## config.mk

```make
export PLATFORM = sky130hd
export DESIGN_NAME = btpc_press
export DESIGN_NICKNAME = d
export VERILOG_FILES = /design/src/rtl/core/btpc_pkg.sv /design/src/rtl/core/btpc_press.sv
export SDC_FILE = /design/constraint.sdc
export NUM_CORES = 2
export LEC_CHECK = 0
export BUFFER_PORTS_ARGS = -buffer_cell sky130_fd_sc_hd__buf_2
export CAP_MARGIN = 20
export CORE_ASPECT_RATIO = 0.75
export CORE_UTILIZATION = 50
export CTS_BUF_LIST = sky130_fd_sc_hd__clkbuf_8
export DETAILED_ROUTE_END_ITERATION = 12
export PLACE_DENSITY = 0.79
export SYNTH_ARGS = -nofsm -noshare
export SYNTH_HDL_FRONTEND = slang
export SYNTH_SLANG_ARGS = --single-unit
```

## constraint.sdc

```tcl
create_clock -name clk -period 8.5 [get_ports clk]
set_input_delay 1.7 -clock clk [delete_from_list [all_inputs] [get_ports clk]]
set_output_delay 1.7 -clock clk [all_outputs]
set_load 0.005 [all_outputs]
```

## src/rtl/core/btpc_pkg.sv

```systemverilog
// Package for the barometric temperature and pressure compensation block.
// Holds the beat and calibration types, inter-stage types and fixed constants.
// No dependencies.
`default_nettype none

package btpc_pkg;

	// Register indexes on the configuration port.
	localparam int CFG_INDEX_W = 3;
	localparam logic [CFG_INDEX_W-1:0] CFG_PRESSURE_SENSITIVITY   = 3'd0;
	localparam logic [CFG_INDEX_W-1:0] CFG_PRESSURE_OFFSET        = 3'd1;
	localparam logic [CFG_INDEX_W-1:0] CFG_SENSITIVITY_TEMP_COEFF = 3'd2;
	localparam logic [CFG_INDEX_W-1:0] CFG_OFFSET_TEMP_COEFF      = 3'd3;
	localparam logic [CFG_INDEX_W-1:0] CFG_REFERENCE_TEMPERATURE  = 3'd4;
	localparam logic [CFG_INDEX_W-1:0] CFG_TEMPERATURE_SLOPE      = 3'd5;

	// Temperature thresholds in hundredths of a degree.
	localparam logic signed [19:0] TEMP_REF   = 20'sd2000;
	localparam int                 TEMP_LIMIT = 300000;

	// Saturation limits of the pressure result.
	localparam int PRES_MAX = 8388607;
	localparam int PRES_MIN = -8388608;

	typedef struct packed {
		logic [15:0] pressure_sensitivity;
		logic [15:0] pressure_offset;
		logic [15:0] sensitivity_temp_coeff;
		logic [15:0] offset_temp_coeff;
		logic [15:0] reference_temperature;
		logic [15:0] temperature_slope;
	} cal_t;

	typedef struct packed {
		logic [23:0] raw_pressure;
		logic [23:0] raw_temperature;
	} in_beat_t;

	typedef struct packed {
		logic signed [19:0] temperature_centi;
		logic signed [23:0] pressure_centi;
	} out_beat_t;

	// First-order results handed to the second-order stages.
	typedef struct packed {
		logic [23:0]        d1;
		logic signed [19:0] temp;
		logic signed [40:0] off;
		logic signed [40:0] sens;
		logic [17:0]        t2;
	} first_t;

	// Corrected terms handed to the pressure stages.
	typedef struct packed {
		logic [23:0]        d1;
		logic signed [19:0] temp;
		logic signed [40:0] off;
		logic signed [40:0] sens;
	} corr_t;

endpackage

`default_nettype wire

```

## src/rtl/core/btpc_press.sv

```systemverilog
// Pressure from the corrected sensitivity and offset, with saturation of
// both results into the output register. Uses btpc_pkg.
`default_nettype none

module btpc_press (
	input  wire logic              clk,
	input  wire logic              arst_n,
	input  wire logic              up_valid,
	output logic                   up_ready,
	input  wire btpc_pkg::corr_t   up_data,
	output logic                   dn_valid,
	input  wire logic              dn_ready,
	output btpc_pkg::out_beat_t    dn_data
);
	import btpc_pkg::*;

	logic en_s7, en_s8, en_s9, en_s10;
	logic v_s7, v_s8, v_s9, v_s10;

	logic signed [19:0] temp_s7, temp_s8, temp_s9;
	logic signed [40:0] off_s7, off_s8;
	logic [44:0]        plo_s7;
	logic signed [44:0] phi_s7;
	logic signed [45:0] q_s8;
	logic signed [46:0] r_s9;
	out_beat_t          out_s10;

	logic signed [19:0] sens_hi;
	logic [20:0]        sens_lo;
	logic signed [46:0] r_adj;
	logic signed [31:0] p_full;
	logic signed [23:0] p_sat;
	logic signed [19:0] t_sat;

	assign en_s10   = !v_s10 || dn_ready;
	assign en_s9    = !v_s9 || en_s10;
	assign en_s8    = !v_s8 || en_s9;
	assign en_s7    = !v_s7 || en_s8;
	assign up_ready = en_s7;

	// The 41-bit sensitivity is split so each product stays near 24 by 21.
	assign sens_lo = up_data.sens[20:0];
	assign sens_hi = up_data.sens[40:21];

	// Division by 2^15 truncates toward zero.
	assign r_adj  = r_s9 + (r_s9[46] ? 47'sd32767 : 47'sd0);
	assign p_full = r_adj[46:15];

	always_comb begin
		if (p_full > PRES_MAX) begin
			p_sat = 24'(PRES_MAX);
		end else if (p_full < PRES_MIN) begin
			p_sat = 24'(PRES_MIN);
		end else begin
			p_sat = p_full[23:0];
		end
		if (temp_s9 > TEMP_LIMIT) begin
			t_sat = 20'(TEMP_LIMIT);
		end else if (temp_s9 < -TEMP_LIMIT) begin
			t_sat = 20'(-TEMP_LIMIT);
		end else begin
			t_sat = temp_s9;
		end
	end

	always_ff @(posedge clk or negedge arst_n) begin
		if (!arst_n) begin
			v_s7  <= 1'b0;
			v_s8  <= 1'b0;
			v_s9  <= 1'b0;
			v_s10 <= 1'b0;
		end else begin
			if (en_s7)  v_s7  <= up_valid;
			if (en_s8)  v_s8  <= v_s7;
			if (en_s9)  v_s9  <= v_s8;
			if (en_s10) v_s10 <= v_s9;
		end
	end

	always_ff @(posedge clk) begin
		if (en_s7) begin
			temp_s7 <= up_data.temp;
			off_s7  <= up_data.off;
			plo_s7  <= up_data.d1 * sens_lo;
			phi_s7  <= $signed({1'b0, up_data.d1}) * sens_hi;
		end
		if (en_s8) begin
			temp_s8 <= temp_s7;
			off_s8  <= off_s7;
			// Floor of the full product over 2^21: the low part is never negative.
			q_s8    <= $signed({phi_s7[44], phi_s7}) + $signed({22'b0, plo_s7[44:21]});
		end
		if (en_s9) begin
			temp_s9 <= temp_s8;
			r_s9    <= $signed({q_s8[45], q_s8}) - $signed({{6{off_s8[40]}}, off_s8});
		end
		if (en_s10) begin
			out_s10.temperature_centi <= t_sat;
			out_s10.pressure_centi    <= p_sat;
		end
	end

	assign dn_valid = v_s10;
	assign dn_data  = out_s10;

endmodule

`default_nettype wire

```

==> results.py <==
metrics = {
    "sta": {
        "clock.fmax_ghz": 0.122,
        "fin_crit_ns": 8.19,
        "hold_violations": 0,
        "tightest_slew_ns": 0.988,
        "slew_viol_final": 0,
        "max_slew_margin_pct": 33.9,
        "rsz0062_at_grt": "false",
        "setup_violations": 0,
        "timing.final.crit_share_pct": 96.3,
        "clock_skew_ns": 0.0415,
    },
    "die": {
        "die-area_sq_um": 96800,
        "pin_count": 176,
        "die_y_microns": 270,
        "coreArea_sq_um": 94100,
        "die_w_microns": 359,
        "row_count": 97,
        "start_util_pct": 50.8,
    },
    "detailed_routing": {
        "drc_errors": 0,
        "postRouteAntennaNets": 0,
        "drt-initial-drc-count": 2492,
        "wl_per_cell_microns": 18.5,
        "routed_wl_microns": 115000,
        "firstDrtPassIters": 7,
        "vias": 33000,
        "viasPerCell": 5.29,
    },
    "setup_path": {
        "slowest_stage": "fa_1",
        "cpMostUsedCell": "fa_1",
        "cp-end-kind": "flop",
        "worstPathRequired_ns": 8.90,
        "r2r_slack_ns": 4.39,
        "cpLargestDelayFamily": "adder cells",
        "cp_max_fo": 4,
        "slowest_delay_ns": 0.56,
        "crit_type": "in -> reg",
        "cp-start-kind": "primary input",
        "worstPathArrival_ns": 8.59,
        "path_buf_inv": 11,
    },
    "layout": {
        "nets": 6318,
        "drive_gt1_share_pct": 10.8,
        "fin_area_sq_um": 52400,
        "area_growth_syn_to_layout_pct": 9.64,
        "fin_util_pct": 55.7,
        "post_layout_nonfiller_instances": 6248,
    },
    "logic_synthesis": {
        "synth_edf_count": 348,
        "yosys_warnings": 0,
        "synth_area_leaders": "fa_1, edfxtp_1, ha_1",
        "yosys.cell_types.count": 83,
        "syn_inst": 4696,
        "seq_area_frac_synth_pct": 22.1,
        "yosys.area.top_type_share_pct": 33.9,
        "synth_top_cell_by_area": "fa_1",
        "syn-cell-area_sq_um": 47800,
        "synth_nets": 6053,
        "synth-seq-cells": 352,
        "ys.flop_type": "edfxtp_1",
        "synthArstFlopShare_pct": 1.14,
        "avgSynthCellArea_sq_um": 10.2,
    },
    "cts": {
        "h-tree-depth": 2,
        "clkTransAtPathRegs_ns": 0.06,
        "insertion_delay_ns": 0.65,
        "cts_tree": "yes",
        "cts.path.max_buffers": 3,
        "clock-sinks": 352,
        "postCtsHoldBufs": 0,
        "root_buffer": "clkbuf_8",
        "cts_buffers": 54,
        "post_cts_buffers": 0,
    },
    "place": {
        "hpwl_microns": 95900,
        "dp_cells": 6142,
        "place_congestion": 0.947,
        "placed_area_sq_um": 51200,
        "io_buffers": 175,
    },
    "flow_run": {
        "maxCapViolations": 0,
    },
    "hold_path": {
        "hold_path_class": "reg -> reg",
    },
    "global_routing": {
        "grt_max_degree": 78,
        "antenna_found_initial": 22,
        "grt_use_total_pct": 24.4,
        "grt_pass1_vias": 35200,
        "globalRoute.totalOverflow": 0,
        "grt_pass1_wl_microns": 186000,
    },
    "status": {
        "status": "completed",
    },
}
==> stage by stage <==
step           TNS (ns)  hold WS (ns)  setup WS [ns]
2_1_floorplan         0         0.400          0.422
3_3_place_gp      -5.90         0.400         -0.506
3_5_place_dp      -7.49         0.405         -0.563
4_1_cts               0         0.404         0.0685
5_1_grt               0         0.411         0.0843
6_report              0         0.410          0.311
==> worst paths after layout <==
kind / to / depth (start not counted) / start
worst max-delay path: plo_s7[35] / 30 / up_data[8]
worst min-delay path: temp_s8[16] / 0 / temp_s7[16]
worst max register to register: dn_data[10] / 11 / r_s9[46]
worst min register to register: temp_s8[16] / 0 / temp_s7[16]
max in group asynchronous: v_s7 / 1 / arst_n
min in group asynchronous: v_s9 / 1 / arst_n
==> synth_stat cells, types with 8 or more instances <==
master / count
o21bai_1: 12
xnor2_1: 115
o31ai_1: 8
a21o_1: 62
nor2_1: 110
inv_1: 974
and4_1: 9
xor2_1: 51
o21ai_1: 15
nor3_1: 25
and2_1: 515
o21ai_0: 70
a21boi_0: 8
nor2b_1: 19
fa_1: 809
and3_1: 27
clkbuf_1: 186
o21ai_2: 22
edfxtp_1: 348
a21oi_1: 114
a31oi_1: 19
o211ai_1: 12
nand2_1: 517
o21a_1: 27
nand3_1: 49
nand2b_1: 29
ha_1: 418
nand4_1: 17
==> worst register-to-register path, cell delays in order (launching register included) <==
cell,delay (ns)
edfxtp_1,0.78
ha_1,0.39
a21oi_1,0.14
a21boi_1,0.10
a2111oi_2,0.49
a21oi_2,0.16
o21ai_4,0.31
nor4_4,0.11
and3_4,0.18
xnor2_2,0.15
a41oi_4,0.82
o31ai_1,0.19
==> cell usage in the layout (no fill, tap or decap), drive strengths merged, types with 20 or more instances in the layout <==
cell type and n:
nand2b 29, fa 809, ha 418, edfxtp 348
nor3 26, nand2 517, nor2 111, a21o 62
xnor2 116, nand3 49, buf 402, xor2 51
and2 515, and3 28, o21a 27, a21oi 117
a31oi 20, inv 990, clkbuf 54, o21ai 108
==> final cells by class <==
class                   instances  area [sq um]
diodes                         13          32.5
multi-input cells            3176         32800
well taps                    1237          1550
flip-flops and latches        352         10600
repair buffers                402          2690
clock inverters                39           339
clock buffers                  54           743
fillers                      7886         41700
inverters                     975          3660
==> metal layers <==
layer	global-route usage [%]	routed length [microns]
met3	8.34	14100
met4	7.67	3650
met5	0	103
met1	33.1	48400
met2	36.8	49200
==> cell families (layout without fill, tap and decap cells) <==
kind of cell    after synthesis  in the layout  share of synthesized area, %
buf+inv                    1168           1470                          9.29
simple gates               1346           1346                          14.3
other cells                   0             13                             0
fa+ha+maj                  1227           1227                          44.9
flops                       352            352                          22.1
xor+xnor                    167            167                          3.08
compound gates              436            436                          6.39
==> flip-flops by register name, indices dropped and copies added (netlist names) <==
register	flops
r_s9	47
temp_s7	20
q_s8	46
temp_s8	20
v_s8	1
dn_valid	1
phi_s7	45
off_s8	41
off_s7	41
v_s7	1
dn_data	44
temp_s9	20
plo_s7	24
v_s9	1
==> what timing repair did <==
action,4_1_cts,5_1_grt
endpoints found under the setup margin,0,8
hold endpoints to repair,0,0
resized for setup,0,3
Power is left out: the tool's default activity adds up to more than one toggle a clock period on the data nets, which glitch-free logic cannot reach.
