**src/rtl/core/btpc_pkg.sv**
```systemverilog
// Package for the barometric temperature and pressure compensation block.
// Holds the beat and calibration types, inter-stage types and fixed constants.
// No dependencies.
`default_nettype none

package btpc_pkg;

	// Register indexes on the configuration port.
	localparam int CFG_INDEX_W = 3;
	localparam logic [CFG_INDEX_W-1:0] CFG_PRESSURE_SENSITIVITY   = 3'd0;
	localparam logic [CFG_INDEX_W-1:0] CFG_PRESSURE_OFFSET        = 3'd1;
	localparam logic [CFG_INDEX_W-1:0] CFG_SENSITIVITY_TEMP_COEFF = 3'd2;
	localparam logic [CFG_INDEX_W-1:0] CFG_OFFSET_TEMP_COEFF      = 3'd3;
	localparam logic [CFG_INDEX_W-1:0] CFG_REFERENCE_TEMPERATURE  = 3'd4;
	localparam logic [CFG_INDEX_W-1:0] CFG_TEMPERATURE_SLOPE      = 3'd5;

	// Temperature thresholds in hundredths of a degree.
	localparam logic signed [19:0] TEMP_REF   = 20'sd2000;
	localparam int                 TEMP_LIMIT = 300000;

	// Saturation limits of the pressure result.
	localparam int PRES_MAX = 8388607;
	localparam int PRES_MIN = -8388608;

	typedef struct packed {
		logic [15:0] pressure_sensitivity;
		logic [15:0] pressure_offset;
		logic [15:0] sensitivity_temp_coeff;
		logic [15:0] offset_temp_coeff;
		logic [15:0] reference_temperature;
		logic [15:0] temperature_slope;
	} cal_t;

	typedef struct packed {
		logic [23:0] raw_pressure;
		logic [23:0] raw_temperature;
	} in_beat_t;

	typedef struct packed {
		logic signed [19:0] temperature_centi;
		logic signed [23:0] pressure_centi;
	} out_beat_t;

	// First-order results handed to the second-order stages.
	typedef struct packed {
		logic [23:0]        d1;
		logic signed [19:0] temp;
		logic signed [40:0] off;
		logic signed [40:0] sens;
		logic [17:0]        t2;
	} first_t;

	// Corrected terms handed to the pressure stages.
	typedef struct packed {
		logic [23:0]        d1;
		logic signed [19:0] temp;
		logic signed [40:0] off;
		logic signed [40:0] sens;
	} corr_t;

endpackage

`default_nettype wire

```
**src/rtl/core/btpc_second.sv**
```systemverilog
// Second-order correction below 20.00 C, stronger below -15.00 C, applied
// to temperature, offset and sensitivity. Uses btpc_pkg.
`default_nettype none

module btpc_second (
	input  wire logic            clk,
	input  wire logic            arst_n,
	input  wire logic            up_valid,
	output logic                 up_ready,
	input  wire btpc_pkg::first_t up_data,
	output logic                 dn_valid,
	input  wire logic            dn_ready,
	output btpc_pkg::corr_t      dn_data
);
	import btpc_pkg::*;

	logic en_s4, en_s5, en_s6;
	logic v_s4, v_s5, v_s6;

	logic [23:0]        d1_s4, d1_s5, d1_s6;
	logic signed [19:0] temp_s4, temp_s5, temp_s6;
	logic signed [40:0] off_s4, off_s5, off_s6;
	logic signed [40:0] sens_s4, sens_s5, sens_s6;
	logic [17:0]        t2_s4, t2_s5;
	logic [34:0]        aa_s4;
	logic [35:0]        bb_s4;
	logic               lt2000_s4, lt1500_s4;
	logic [38:0]        off2_s5, sens2_s5;

	logic signed [19:0] a_diff, b_diff;
	logic signed [39:0] aa_full, bb_full;
	logic [36:0]        five_aa;
	logic [38:0]        seven_bb;
	logic [39:0]        eleven_bb;
	logic [39:0]        off2_sum, sens2_sum;

	assign en_s6    = !v_s6 || dn_ready;
	assign en_s5    = !v_s5 || en_s6;
	assign en_s4    = !v_s4 || en_s5;
	assign up_ready = en_s4;

	assign a_diff  = up_data.temp - TEMP_REF;
	assign b_diff  = up_data.temp + 20'sd1500;
	assign aa_full = a_diff * a_diff;
	assign bb_full = b_diff * b_diff;

	// Constant multiples as shift and add; squares are never negative.
	assign five_aa   = {aa_s4, 2'b0} + {2'b0, aa_s4};
	assign seven_bb  = {bb_s4, 3'b0} - {3'b0, bb_s4};
	assign eleven_bb = {1'b0, bb_s4, 3'b0} + {3'b0, bb_s4, 1'b0} + {4'b0, bb_s4};
	assign off2_sum  = {4'b0, five_aa[36:1]} + (lt1500_s4 ? {1'b0, seven_bb} : 40'd0);
	assign sens2_sum = {5'b0, five_aa[36:2]} + (lt1500_s4 ? {1'b0, eleven_bb[39:1]} : 40'd0);

	always_ff @(posedge clk or negedge arst_n) begin
		if (!arst_n) begin
			v_s4 <= 1'b0;
			v_s5 <= 1'b0;
			v_s6 <= 1'b0;
		end else begin
			if (en_s4) v_s4 <= up_valid;
			if (en_s5) v_s5 <= v_s4;
			if (en_s6) v_s6 <= v_s5;
		end
	end

	always_ff @(posedge clk) begin
		if (en_s4) begin
			d1_s4     <= up_data.d1;
			temp_s4   <= up_data.temp;
			off_s4    <= up_data.off;
			sens_s4   <= up_data.sens;
			t2_s4     <= up_data.t2;
			aa_s4     <= aa_full[34:0];
			bb_s4     <= bb_full[35:0];
			lt2000_s4 <= a_diff[19];
			lt1500_s4 <= b_diff[19];
		end
		if (en_s5) begin
			d1_s5    <= d1_s4;
			temp_s5  <= temp_s4;
			off_s5   <= off_s4;
			sens_s5  <= sens_s4;
			t2_s5    <= lt2000_s4 ? t2_s4 : 18'd0;
			off2_s5  <= lt2000_s4 ? off2_sum[38:0] : 39'd0;
			sens2_s5 <= lt2000_s4 ? sens2_sum[38:0] : 39'd0;
		end
		if (en_s6) begin
			d1_s6   <= d1_s5;
			temp_s6 <= temp_s5 - $signed({2'b0, t2_s5});
			off_s6  <= off_s5 - $signed({2'b0, off2_s5});
			sens_s6 <= sens_s5 - $signed({2'b0, sens2_s5});
		end
	end

	assign dn_valid     = v_s6;
	assign dn_data.d1   = d1_s6;
	assign dn_data.temp = temp_s6;
	assign dn_data.off  = off_s6;
	assign dn_data.sens = sens_s6;

`ifndef SYNTHESIS
	// The colder branch is only ever taken inside the cold branch.
	a_cold_nested: assert property (@(posedge clk) disable iff (!arst_n)
		(v_s4 && lt1500_s4) |-> lt2000_s4)
		else $error("cold correction flagged without the base correction");
	// No correction terms survive for a warm item.
	a_warm_clean: assert property (@(posedge clk) disable iff (!arst_n)
		(v_s4 && en_s5 && !lt2000_s4) |=> (off2_s5 == 39'd0 && sens2_s5 == 39'd0
			&& t2_s5 == 18'd0))
		else $error("second-order terms applied above the threshold");
`endif

endmodule

`default_nettype wire

```
**config.mk**
```make
export PLATFORM = sky130hd
export DESIGN_NAME = btpc_second
export DESIGN_NICKNAME = d
export VERILOG_FILES = /design/src/rtl/core/btpc_pkg.sv /design/src/rtl/core/btpc_second.sv
export SDC_FILE = /design/constraint.sdc
export NUM_CORES = 2
export LEC_CHECK = 0
export ABC_CLOCK_PERIOD_IN_PS = 9730
export BUFFER_PORTS_ARGS = -buffer_cell sky130_fd_sc_hd__buf_4
export CAP_MARGIN = 20
export CORE_MARGIN = 4
export CORE_UTILIZATION = 29
export DETAILED_ROUTE_END_ITERATION = 7
export GPL_TIMING_DRIVEN = 1
export HOLD_SLACK_MARGIN = 0.06
export PLACE_DENSITY_LB_ADDON = 0.3
export SYNTH_ARGS = -nofsm -noshare
export SYNTH_HDL_FRONTEND = slang
export SYNTH_SLANG_ARGS = --single-unit
```
**constraint.sdc**
```tcl
create_clock -name clk -period 9.73 [get_ports clk]
set_input_delay 0.973 -clock clk [delete_from_list [all_inputs] [get_ports clk]]
set_output_delay 0.973 -clock clk [all_outputs]
set_load 0.005 [all_outputs]
```
==> reports/results.tsv <==
metric	value	unit
numCtsBuffers	61	
tns	0	ns
clock.fmax	114	MHz
place_congestion	0.906	
ys_seq_area_share	29.7	%
cts_sinks	562	
clkTransAtPathRegs	0.07	ns
finalCritPeriodShare	90.0	%
synth_top_family_by_area	adder cells	
synthDominantCellAreaShare	29.6	%
grt-ovfl-total	0	
cts_tree	done	
fin_skew	0.0762	ns
coreArea	0.195	mm2
track_usage	14.6	%
synth_fp_nets	6823	
worst_pin_slew	1.04	ns
start_kind	input port	
dieArea	0.203	mm2
portBuffers	275	
synth_compound_area_share	10.2	%
grt_antenna_before_repair	1	
drv_slew	0	
synth_top_cell_by_area	edfxtp_1	
synth.avg_cell_area	10.4	um2
vias	39010	
grt_pass1_wl	235	mm
postRouteAntennaNets	0	
wl_per_cell	17.2	um
yosysUniqueCellTypes	82	
setup_viol	0	
yosys.area_share.simple	10.3	%
start_util	29.1	%
die_h	450	um
async_flop_share	0.534	%
status	finished clean	
period_needed	8.76	ns
die_w	450	um
arrival	9.20	ns
viasPerCell	4.58	
cp-end-kind	flop	
slowest_stage	xnor2_1	
dr.first_iter.drc_count	2045	
crit_top_cell	fa_1	
cts_buffer_depth	3	
ys_ff_latch	562	
routed_wl	147	mm
muxShareOfSynthArea	0.124	%
htreeDepth	2	
rsz0062_at_grt	no	
dr.pass1.iters	6	
critPathMaxFanout	8	
post_cts.repair.setup_buffers	0	
synth_xor_area_share	5.33	%
grt_pass1_vias	41906	
io_pins	276	
worstSetupPathType	input port to flop	
rows	162	
ys_warn_count	0	
syn_area	0.0567	mm2
synthAdderAreaFrac	36.2	%
crit_buf_inv	7	
hold_viol_final	0	
grt_max_degree	137	
hold_class	flop to flop	
syn_to_final_growth	14.1	%
insertion_delay	0.70	ns
synth_edf_count	559	
dp.final_hpwl	121	mm
ys_dominant_reg_cell	edfxtp_1	
r2r_slack	3.08	ns
relSlewSlack	30.0	%
post_cts_resized	0	
layout-drive-gt1-share	8.84	%
final_net_count	7182	
cts-root-buf	clkbuf_16	
cpLargestDelayFamily	adder cells	
maxCapViolCount	0	
drc	0	
required	10.17	ns
synth_cells	5476	
crit_path_max_incr_delay	0.82	ns
synth_area_leaders	edfxtp_1, fa_1, ha_1	
## cells in the mapped netlist (9+ instances only)
library cell / n
xnor2_1: 237
a31oi_1: 24
and3_1: 28
nand3_1: 52
nor2b_1: 38
o41ai_1: 10
ha_1: 465
and2_1: 104
a21o_1: 135
xor2_1: 101
clkbuf_1: 80
o21a_1: 67
o2111ai_1: 9
nor2_1: 416
edfxtp_1: 559
o21bai_1: 44
fa_1: 734
a21oi_1: 273
o31a_1: 9
nand2_1: 346
o31ai_1: 21
or2_2: 13
o211ai_1: 20
or4_1: 9
nand2b_1: 51
nor4_1: 13
inv_1: 1132
nand4_1: 31
o21ai_0: 137
a211oi_1: 54
nor3b_1: 13
or3_1: 22
nor3_1: 78
## final cells by class
type | instances | area [um2]
fillers | 19828 | 130000
multi-input cells | 3687 | 35300
flip-flops and latches | 562 | 16900
inverters | 1138 | 4270
well taps | 2624 | 3280
repair buffers | 385 | 2920
clock buffers | 67 | 1550
clock inverters | 44 | 538
diodes | 2 | 5.00
## state kept, by name (all words and copies together), names as in the netlist, 33 cells and up
register	cells
bb_s4	33
sens_s4	41
off_s6	41
off_s4	41
sens_s5	41
off2_s5	39
sens2_s5	38
sens_s6	41
off_s5	41
aa_s4	33
## cells in the final DEF (no fill, tap or decap), types with 104 or more instances in the layout
master / n
a21oi_1: 273
nor2_1: 416
xnor2_1: 235
o21ai_0: 137
inv_1: 1131
edfxtp_1: 559
a21o_1: 135
fa_1: 734
buf_4: 382
and2_1: 104
ha_1: 465
nand2_1: 346
## path summary, 6_finish.rpt
kind                              startpoint           end  cells after the start
worst max-delay path            up_data[102]     bb_s4[34]                     32
worst min-delay path               off_s4[0]     off_s5[0]                      0
worst max register to register      bb_s4[7]  sens2_s5[38]                     23
worst min register to register     off_s4[0]     off_s5[0]                      0
max in group asynchronous             arst_n          v_s5                      2
min in group asynchronous             arst_n          v_s4                      2
## layer usage
layer	global-route usage [%]	wire length (um)	up-vias	share of wire (%)
met2	25.7	72600	840	49
met4	4.06	4270	0	2.9
met3	1.62	6060	181	4.1
met5	0	0	-	0
met1	18.8	63900	19309	44
li1	-	-	18680	-
## per-stage QoR
stage | hold slack, ns | setup slack (ns) | cells | utilization, % | cell area (um2)
after floorplan | 0.400 | 0.202 | 5476 | - | 56700
after global placement | 0.400 | 0.457 | 8395 | 32.1 | 62600
after detailed placement | 0.405 | 0.314 | 8395 | 32.1 | 62600
after CTS | 0.359 | 1.10 | 8507 | 33.2 | 64700
after global routing | 0.381 | 0.522 | 8507 | 33.2 | 64700
final | 0.405 | 0.969 | 8509 | 33.2 | 64700
## timing repair
item / in CTS / in global routing
setup endpoints to repair: 0 / 0
hold buffers: 1 / 0
hold endpoints to repair: 3 / 0
## kinds of logic after synthesis
family                     after synthesis
AOI/OAI and AO/OA                      893
adders and majority gates             1199
muxes                                    7
other                                    1
buffers and inverters                 1227
DFF                                    562
xor gates and xnor gates               342
and+or+nand+nor                       1245
Power is not shown: default switching activity piles up to over one toggle a cycle in this logic, so the estimate is an artifact.
