## config.mk

```make
export PLATFORM = sky130hd
export DESIGN_NAME = btpc_first
export DESIGN_NICKNAME = d
export VERILOG_FILES = /design/src/rtl/core/btpc_pkg.sv /design/src/rtl/core/btpc_first.sv
export SDC_FILE = /design/constraint.sdc
export NUM_CORES = 2
export LEC_CHECK = 0
export BUFFER_PORTS_ARGS = -buffer_cell sky130_fd_sc_hd__buf_2
export CAP_MARGIN = 20
export CORE_MARGIN = 3
export CORE_UTILIZATION = 35
export DETAILED_ROUTE_END_ITERATION = 8
export PLACE_DENSITY_LB_ADDON = 0.25
export SLEW_MARGIN = 30
export SYNTH_ARGS = -nofsm -noshare
export SYNTH_HDL_FRONTEND = slang
export SYNTH_SLANG_ARGS = --single-unit
```

## constraint.sdc

```tcl
create_clock -name clk -period 7.7 [get_ports clk]
set_clock_uncertainty 0.1 [all_clocks]
set_input_delay 0.77 -clock clk [delete_from_list [all_inputs] [get_ports clk]]
set_output_delay 0.77 -clock clk [all_outputs]
set_load 0.005 [all_outputs]
```

## src/rtl/core/btpc_pkg.sv

```systemverilog
// Package for the barometric temperature and pressure compensation block.
// Holds the beat and calibration types, inter-stage types and fixed constants.
// No dependencies.
`default_nettype none

package btpc_pkg;

	// Register indexes on the configuration port.
	localparam int CFG_INDEX_W = 3;
	localparam logic [CFG_INDEX_W-1:0] CFG_PRESSURE_SENSITIVITY   = 3'd0;
	localparam logic [CFG_INDEX_W-1:0] CFG_PRESSURE_OFFSET        = 3'd1;
	localparam logic [CFG_INDEX_W-1:0] CFG_SENSITIVITY_TEMP_COEFF = 3'd2;
	localparam logic [CFG_INDEX_W-1:0] CFG_OFFSET_TEMP_COEFF      = 3'd3;
	localparam logic [CFG_INDEX_W-1:0] CFG_REFERENCE_TEMPERATURE  = 3'd4;
	localparam logic [CFG_INDEX_W-1:0] CFG_TEMPERATURE_SLOPE      = 3'd5;

	// Temperature thresholds in hundredths of a degree.
	localparam logic signed [19:0] TEMP_REF   = 20'sd2000;
	localparam int                 TEMP_LIMIT = 300000;

	// Saturation limits of the pressure result.
	localparam int PRES_MAX = 8388607;
	localparam int PRES_MIN = -8388608;

	typedef struct packed {
		logic [15:0] pressure_sensitivity;
		logic [15:0] pressure_offset;
		logic [15:0] sensitivity_temp_coeff;
		logic [15:0] offset_temp_coeff;
		logic [15:0] reference_temperature;
		logic [15:0] temperature_slope;
	} cal_t;

	typedef struct packed {
		logic [23:0] raw_pressure;
		logic [23:0] raw_temperature;
	} in_beat_t;

	typedef struct packed {
		logic signed [19:0] temperature_centi;
		logic signed [23:0] pressure_centi;
	} out_beat_t;

	// First-order results handed to the second-order stages.
	typedef struct packed {
		logic [23:0]        d1;
		logic signed [19:0] temp;
		logic signed [40:0] off;
		logic signed [40:0] sens;
		logic [17:0]        t2;
	} first_t;

	// Corrected terms handed to the pressure stages.
	typedef struct packed {
		logic [23:0]        d1;
		logic signed [19:0] temp;
		logic signed [40:0] off;
		logic signed [40:0] sens;
	} corr_t;

endpackage

`default_nettype wire

```

## src/rtl/core/btpc_first.sv

```systemverilog
// First-order compensation: temperature difference, the four products on it,
// and the first-order temperature, offset and sensitivity. Uses btpc_pkg.
`default_nettype none

module btpc_first (
	input  wire logic              clk,
	input  wire logic              arst_n,
	input  wire btpc_pkg::cal_t    cal,
	input  wire logic              up_valid,
	output logic                   up_ready,
	input  wire btpc_pkg::in_beat_t up_data,
	output logic                   dn_valid,
	input  wire logic              dn_ready,
	output btpc_pkg::first_t       dn_data
);
	import btpc_pkg::*;

	logic en_s1, en_s2, en_s3;
	logic v_s1, v_s2, v_s3;

	logic [23:0]        d1_s1, d1_s2, d1_s3;
	logic signed [24:0] dt_s1;
	logic signed [41:0] pt_s2, po_s2, ps_s2;
	logic signed [49:0] dd_s2;
	logic signed [19:0] temp_s3;
	logic signed [40:0] off_s3, sens_s3;
	logic [17:0]        t2_s3;

	logic signed [16:0] slope_x, ocoef_x, scoef_x;
	logic signed [41:0] pt_adj, po_adj, ps_adj;
	logic signed [18:0] pt_div;
	logic signed [34:0] po_div;
	logic signed [33:0] ps_div;

	assign en_s3    = !v_s3 || dn_ready;
	assign en_s2    = !v_s2 || en_s3;
	assign en_s1    = !v_s1 || en_s2;
	assign up_ready = en_s1;

	assign slope_x = $signed({1'b0, cal.temperature_slope});
	assign ocoef_x = $signed({1'b0, cal.offset_temp_coeff});
	assign scoef_x = $signed({1'b0, cal.sensitivity_temp_coeff});

	// Divisions by powers of two truncate toward zero: bias negatives first.
	assign pt_adj = pt_s2 + (pt_s2[41] ? 42'sd8388607 : 42'sd0);
	assign po_adj = po_s2 + (po_s2[41] ? 42'sd127 : 42'sd0);
	assign ps_adj = ps_s2 + (ps_s2[41] ? 42'sd255 : 42'sd0);
	assign pt_div = pt_adj[41:23];
	assign po_div = po_adj[41:7];
	assign ps_div = ps_adj[41:8];

	always_ff @(posedge clk or negedge arst_n) begin
		if (!arst_n) begin
			v_s1 <= 1'b0;
			v_s2 <= 1'b0;
			v_s3 <= 1'b0;
		end else begin
			if (en_s1) v_s1 <= up_valid;
			if (en_s2) v_s2 <= v_s1;
			if (en_s3) v_s3 <= v_s2;
		end
	end

	always_ff @(posedge clk) begin
		if (en_s1) begin
			d1_s1 <= up_data.raw_pressure;
			dt_s1 <= $signed({1'b0, up_data.raw_temperature})
				- $signed({1'b0, cal.reference_temperature, 8'b0});
		end
		if (en_s2) begin
			d1_s2 <= d1_s1;
			pt_s2 <= dt_s1 * slope_x;
			po_s2 <= dt_s1 * ocoef_x;
			ps_s2 <= dt_s1 * scoef_x;
			dd_s2 <= dt_s1 * dt_s1;
		end
		if (en_s3) begin
			d1_s3   <= d1_s2;
			temp_s3 <= TEMP_REF + $signed({pt_div[18], pt_div});
			off_s3  <= $signed({9'b0, cal.pressure_offset, 16'b0})
				+ $signed({{6{po_div[34]}}, po_div});
			sens_s3 <= $signed({10'b0, cal.pressure_sensitivity, 15'b0})
				+ $signed({{7{ps_div[33]}}, ps_div});
			t2_s3   <= dd_s2[48:31];
		end
	end

	assign dn_valid     = v_s3;
	assign dn_data.d1   = d1_s3;
	assign dn_data.temp = temp_s3;
	assign dn_data.off  = off_s3;
	assign dn_data.sens = sens_s3;
	assign dn_data.t2   = t2_s3;

endmodule

`default_nettype wire

```

==> results by group <==
Outcome
  • Status: completed

Floorplan
  • Width of the chip: approximately 480 microns
  • Number of top-level pins: 294
  • Area of the die: 0.227 sq mm
  • Die boundary height: 476 microns
  • Initial core utilization: 0.352
  • Std-Cell Rows: about 170
  • CORE AREA: 0.220 sq mm

Final layout
  • Non-filler instance count after layout: 11.1k
  • Total number of nets in the final design: 10.6k
  • Synthesis-to-finish area growth: 9.88%
  • Proportion of layout cells with a drive suffix above 1: 0.0802
  • Total of fill cells in the finished design: between 20k and 25k

Yosys
  • Number of warning messages in the yosys log: 0
  • Mapped Nets: between 10k and 15k
  • Fraction of synthesized cell area taken by the top area cell type: 0.458
  • Post-synthesis cell count: 7846
  • Register area share after synthesis: 0.137
  • Cell with the most instances after synthesis: sky130_fd_sc_hd__inv_1
  • Post-synthesis async set-or-reset flop share: 0.00850
  • Netlist area before placement: about 0.077 sq mm
  • Post-Syn Area per Cell: about 9.9 sq um
  • Flip-flop and latch count after synthesis: about 350
  • Number of enable-type register cells in the synthesized netlist: 350
  • Ranking of synthesized cells by instance count: 2052 x sky130_fd_sc_hd__inv_1, 1773 x sky130_fd_sc_hd__fa_1, 975 x sky130_fd_sc_hd__nand2_1
  • Cell type contributing the most total cell area after synthesis: sky130_fd_sc_hd__fa_1
  • Number of unique standard cell types used by synthesis: 78
  • Commonest register cell after synthesis: sky130_fd_sc_hd__edfxtp_1
  • Cell types occupying the most area after synthesis: sky130_fd_sc_hd__fa_1 46%, sky130_fd_sc_hd__edfxtp_1 14%, sky130_fd_sc_hd__inv_1 9.9%, sky130_fd_sc_hd__ha_1 8.8%, sky130_fd_sc_hd__and2_1 5.0%

Setup path
  • Critical path startpoint category: flop
  • Family with the most delay on the worst path: adder cells
  • Critical path data required time: ~8 ns
  • Buf/Inv on CP: 6
  • Sort of element at the end of the critical path: flop
  • Library cell appearing most often on the critical path: sky130_fd_sc_hd__fa_1
  • CP peak stage delay: 0.57 ns
  • Data arrival at the endpoint of the critical path: between 7 and 8 ns
  • Type of the setup path with the least slack: reg -> reg
  • Critical Path, Cell by Cell: buf_12 > buf_4 > buf_4 > and2_1 > fa_1 > inv_1 > fa_1 > fa_1 > fa_1 > fa_1 > fa_1 > inv_1 > ha_1 > nand4_1 > nor4_1 > buf_4 > nor3_1 > a21oi_1 > a41o_1 > a311oi_2 > o21ai_1 > o21ai_0 > xnor2_1
  • Slowest CP cell: sky130_fd_sc_hd__fa_1
  • Worst-path fanout max: 19

STA
  • Worst max-slew margin expressed relative to the limit: 0.342
  • Fin. max-slew vios: 0
  • Fin. Hold Viols: 0
  • Period utilisation layout: 0.963
  • Number of setup violations in the final report: 0
  • Final critical-path required period: 7.42 ns
  • Actual transition at the worst max-transition pin: 0.987 ns
  • Setup repair after global routing missed its margin: true
  • Achievable frequency: ~130 MHz

Clock tree
  • Clk Tree Root Cell: sky130_fd_sc_hd__clkbuf_16
  • Number of clock sinks seen by CTS: approximately 350
  • TritonCTS clock tree: yes
  • Clock transition at path regs: about 0.060 ns
  • Worst-skew pair later-pin latency: approximately 0.68 ns
  • Number of H-tree branching levels: 2
  • TritonCTS Buffers: 46
  • Maximum count of clock buffers along a single path: 3

Min path
  • Hold Path Class: in -> reg

Routing
  • Final wirelength: 197 mm
  • Average wire length per cell after detail routing: about 18 microns
  • Number of vias per cell after detailed routing: 4.67
  • Via total after detailed routing: 51.8k
  • DRC viols: 0
  • DRT Pass-1 Iters: 7
  • DRC marker count from the first detailed-route iteration: 2417
  • Post-route antenna net violation count: 0

Job
  • Max-capacitance violation count: 0

Global route
  • Total congestion overflow: 0
  • Antenna violations before repair: 18
  • Number of global-route vias before repair: 58.3k
  • Global routing usage summed across all routing layers: 0.180
  • Maximum number of pins on one net before global-route repair: 100
  • First-pass GRT wire length: 326 mm

Place
  • Placed Instances: 11.0k
  • Last weighted congestion value of the routability-driven placer: 0.842
  • Port-buffer cells: 293
  • Hpwl dp: 161 mm
-- flip-flops by register name (all words and copies together) (netlist names), 18 cells and up --
signal	count
off_s3	36
t2_s3	18
sens_s3	35
po_s2	42
pt_s2	42
ps_s2	42
d1_s3	24
d1_s1	24
dd_s2	18
d1_s2	24
temp_s3	20
dt_s1	25
-- cell usage in the layout, fill, tap and decap left out, types with 9 or more instances in the layout --
cell                           n
sky130_fd_sc_hd__o211ai_1     14
sky130_fd_sc_hd__or2_2        10
sky130_fd_sc_hd__o21ai_1      14
sky130_fd_sc_hd__xnor2_1     212
sky130_fd_sc_hd__buf_4       191
sky130_fd_sc_hd__clkbuf_1     10
sky130_fd_sc_hd__nand2_1     975
sky130_fd_sc_hd__nor3_1       32
sky130_fd_sc_hd__nor4_1       10
sky130_fd_sc_hd__buf_12       18
sky130_fd_sc_hd__clkbuf_16    47
sky130_fd_sc_hd__and2_1      614
sky130_fd_sc_hd__and4_1       10
sky130_fd_sc_hd__o21ai_0      66
sky130_fd_sc_hd__a21o_1       78
sky130_fd_sc_hd__ha_1        541
sky130_fd_sc_hd__o21a_1       33
sky130_fd_sc_hd__a21oi_1     148
sky130_fd_sc_hd__nor2b_1      41
sky130_fd_sc_hd__a211oi_1     14
sky130_fd_sc_hd__or3_1        10
sky130_fd_sc_hd__inv_1      2050
sky130_fd_sc_hd__nand4_1      31
sky130_fd_sc_hd__xor2_1       79
sky130_fd_sc_hd__a31o_2        9
sky130_fd_sc_hd__nand2b_1     31
sky130_fd_sc_hd__nor2_1      135
sky130_fd_sc_hd__a31oi_1      14
sky130_fd_sc_hd__o21bai_1     20
sky130_fd_sc_hd__buf_2       293
sky130_fd_sc_hd__edfxtp_1    350
sky130_fd_sc_hd__nand3_1      52
sky130_fd_sc_hd__and3_1       26
sky130_fd_sc_hd__buf_6        14
sky130_fd_sc_hd__fa_1       1768
-- cell families (layout without fill, tap and decap cells) --
| family | after synthesis | count (layout) | share of synthesized area |
|---|---|---|---|
| compound gates | 499 | 499 | 0.0426 |
| xor+xnor | 291 | 291 | 0.0329 |
| fa+ha+maj | 2317 | 2317 | 0.546 |
| buf+inv | 2378 | 2657 | 0.116 |
| flops | 353 | 353 | 0.137 |
| mux | 1 | 1 | 0.000129 |
| other cells | 0 | 4 | 0 |
| simple gates | 2007 | 2007 | 0.126 |
-- worst paths after layout --
check	depth (start not counted)	slack, ns	from	endpoint
setup reg to reg	23	0.28	dt_s1[18]	po_s2[41]
hold reg to reg	0	0.29	d1_s2[7]	d1_s3[7]
min in group asynchronous	2	0.32	arst_n	v_s1
max in group asynchronous	2	7.07	arst_n	dn_valid
setup / recovery	23	0.28	dt_s1[18]	po_s2[41]
hold / removal	1	0.17	up_data[33]	d1_s1[9]
-- timing repair --
item | CTS | global route
resized for setup | 11 | 39
setup buffers | 3 | 5
gates cloned | 0 | 1
setup endpoints to repair | 10 | 18
hold buffers | 1 | 0
hold endpoints to repair | 3 | 0
pin swaps | 0 | 12
-- metal layers --
layer	routed length, microns	share of wire	vias to the layer above	track usage
li1	-	-	23601	-
met5	69	0.00035	-	0
met2	94300	0.48	1138	0.305
met1	90000	0.46	26844	0.250
met3	9700	0.049	198	0.0235
met4	3430	0.017	12	0.0320
-- final cells by class --
class                           instances  area [sq um]  area share
Antenna cell                            4          10.0    0.000118
Sequential cell                       353         10600       0.124
Clock inverter                         28           379     0.00445
Multi-Input combinational cell       5115         58100       0.682
Tap cell                             2958          3700      0.0435
Inverter                             2053          7710      0.0906
Timing Repair Buffer                  520          3480      0.0409
Clock buffer                           56          1190      0.0140
-- worst register-to-register path: stages (launching register included) --
cell and delay (ns):
sky130_fd_sc_hd__edfxtp_1 0.41, sky130_fd_sc_hd__buf_12 0.17, sky130_fd_sc_hd__buf_4 0.26, sky130_fd_sc_hd__buf_4 0.26
sky130_fd_sc_hd__and2_1 0.18, sky130_fd_sc_hd__fa_1 0.55, sky130_fd_sc_hd__inv_1 0.07, sky130_fd_sc_hd__fa_1 0.58
sky130_fd_sc_hd__fa_1 0.45, sky130_fd_sc_hd__fa_1 0.57, sky130_fd_sc_hd__fa_1 0.43, sky130_fd_sc_hd__fa_1 0.51
sky130_fd_sc_hd__inv_1 0.05, sky130_fd_sc_hd__ha_1 0.39, sky130_fd_sc_hd__nand4_1 0.18, sky130_fd_sc_hd__nor4_1 0.49
sky130_fd_sc_hd__buf_4 0.21, sky130_fd_sc_hd__nor3_1 0.05, sky130_fd_sc_hd__a21oi_1 0.27, sky130_fd_sc_hd__a41o_1 0.37
sky130_fd_sc_hd__a311oi_2 0.20, sky130_fd_sc_hd__o21ai_1 0.18, sky130_fd_sc_hd__o21ai_0 0.12, sky130_fd_sc_hd__xnor2_1 0.13
-- through the flow --
stage / worst slack (ns) / TNS, ns / utilization / hold slack [ns] / cell area, sq um
after CTS: 0.0261 / 0 / 0.386 / 0.106 / 84900
after global routing: -0.0446 / -0.0446 / 0.387 / 0.130 / 85100
after floorplan: 0.178 / 0 / - / 0.300 / 77500
after global placement: -0.328 / -1.52 / 0.378 / 0.300 / 83200
final: 0.283 / 0 / 0.387 / 0.169 / 85100
after detailed placement: -0.418 / -2.13 / 0.378 / 0.305 / 83200
Power is not shown: default switching activity piles up to over one toggle a cycle in this logic, so the estimate is an artifact.
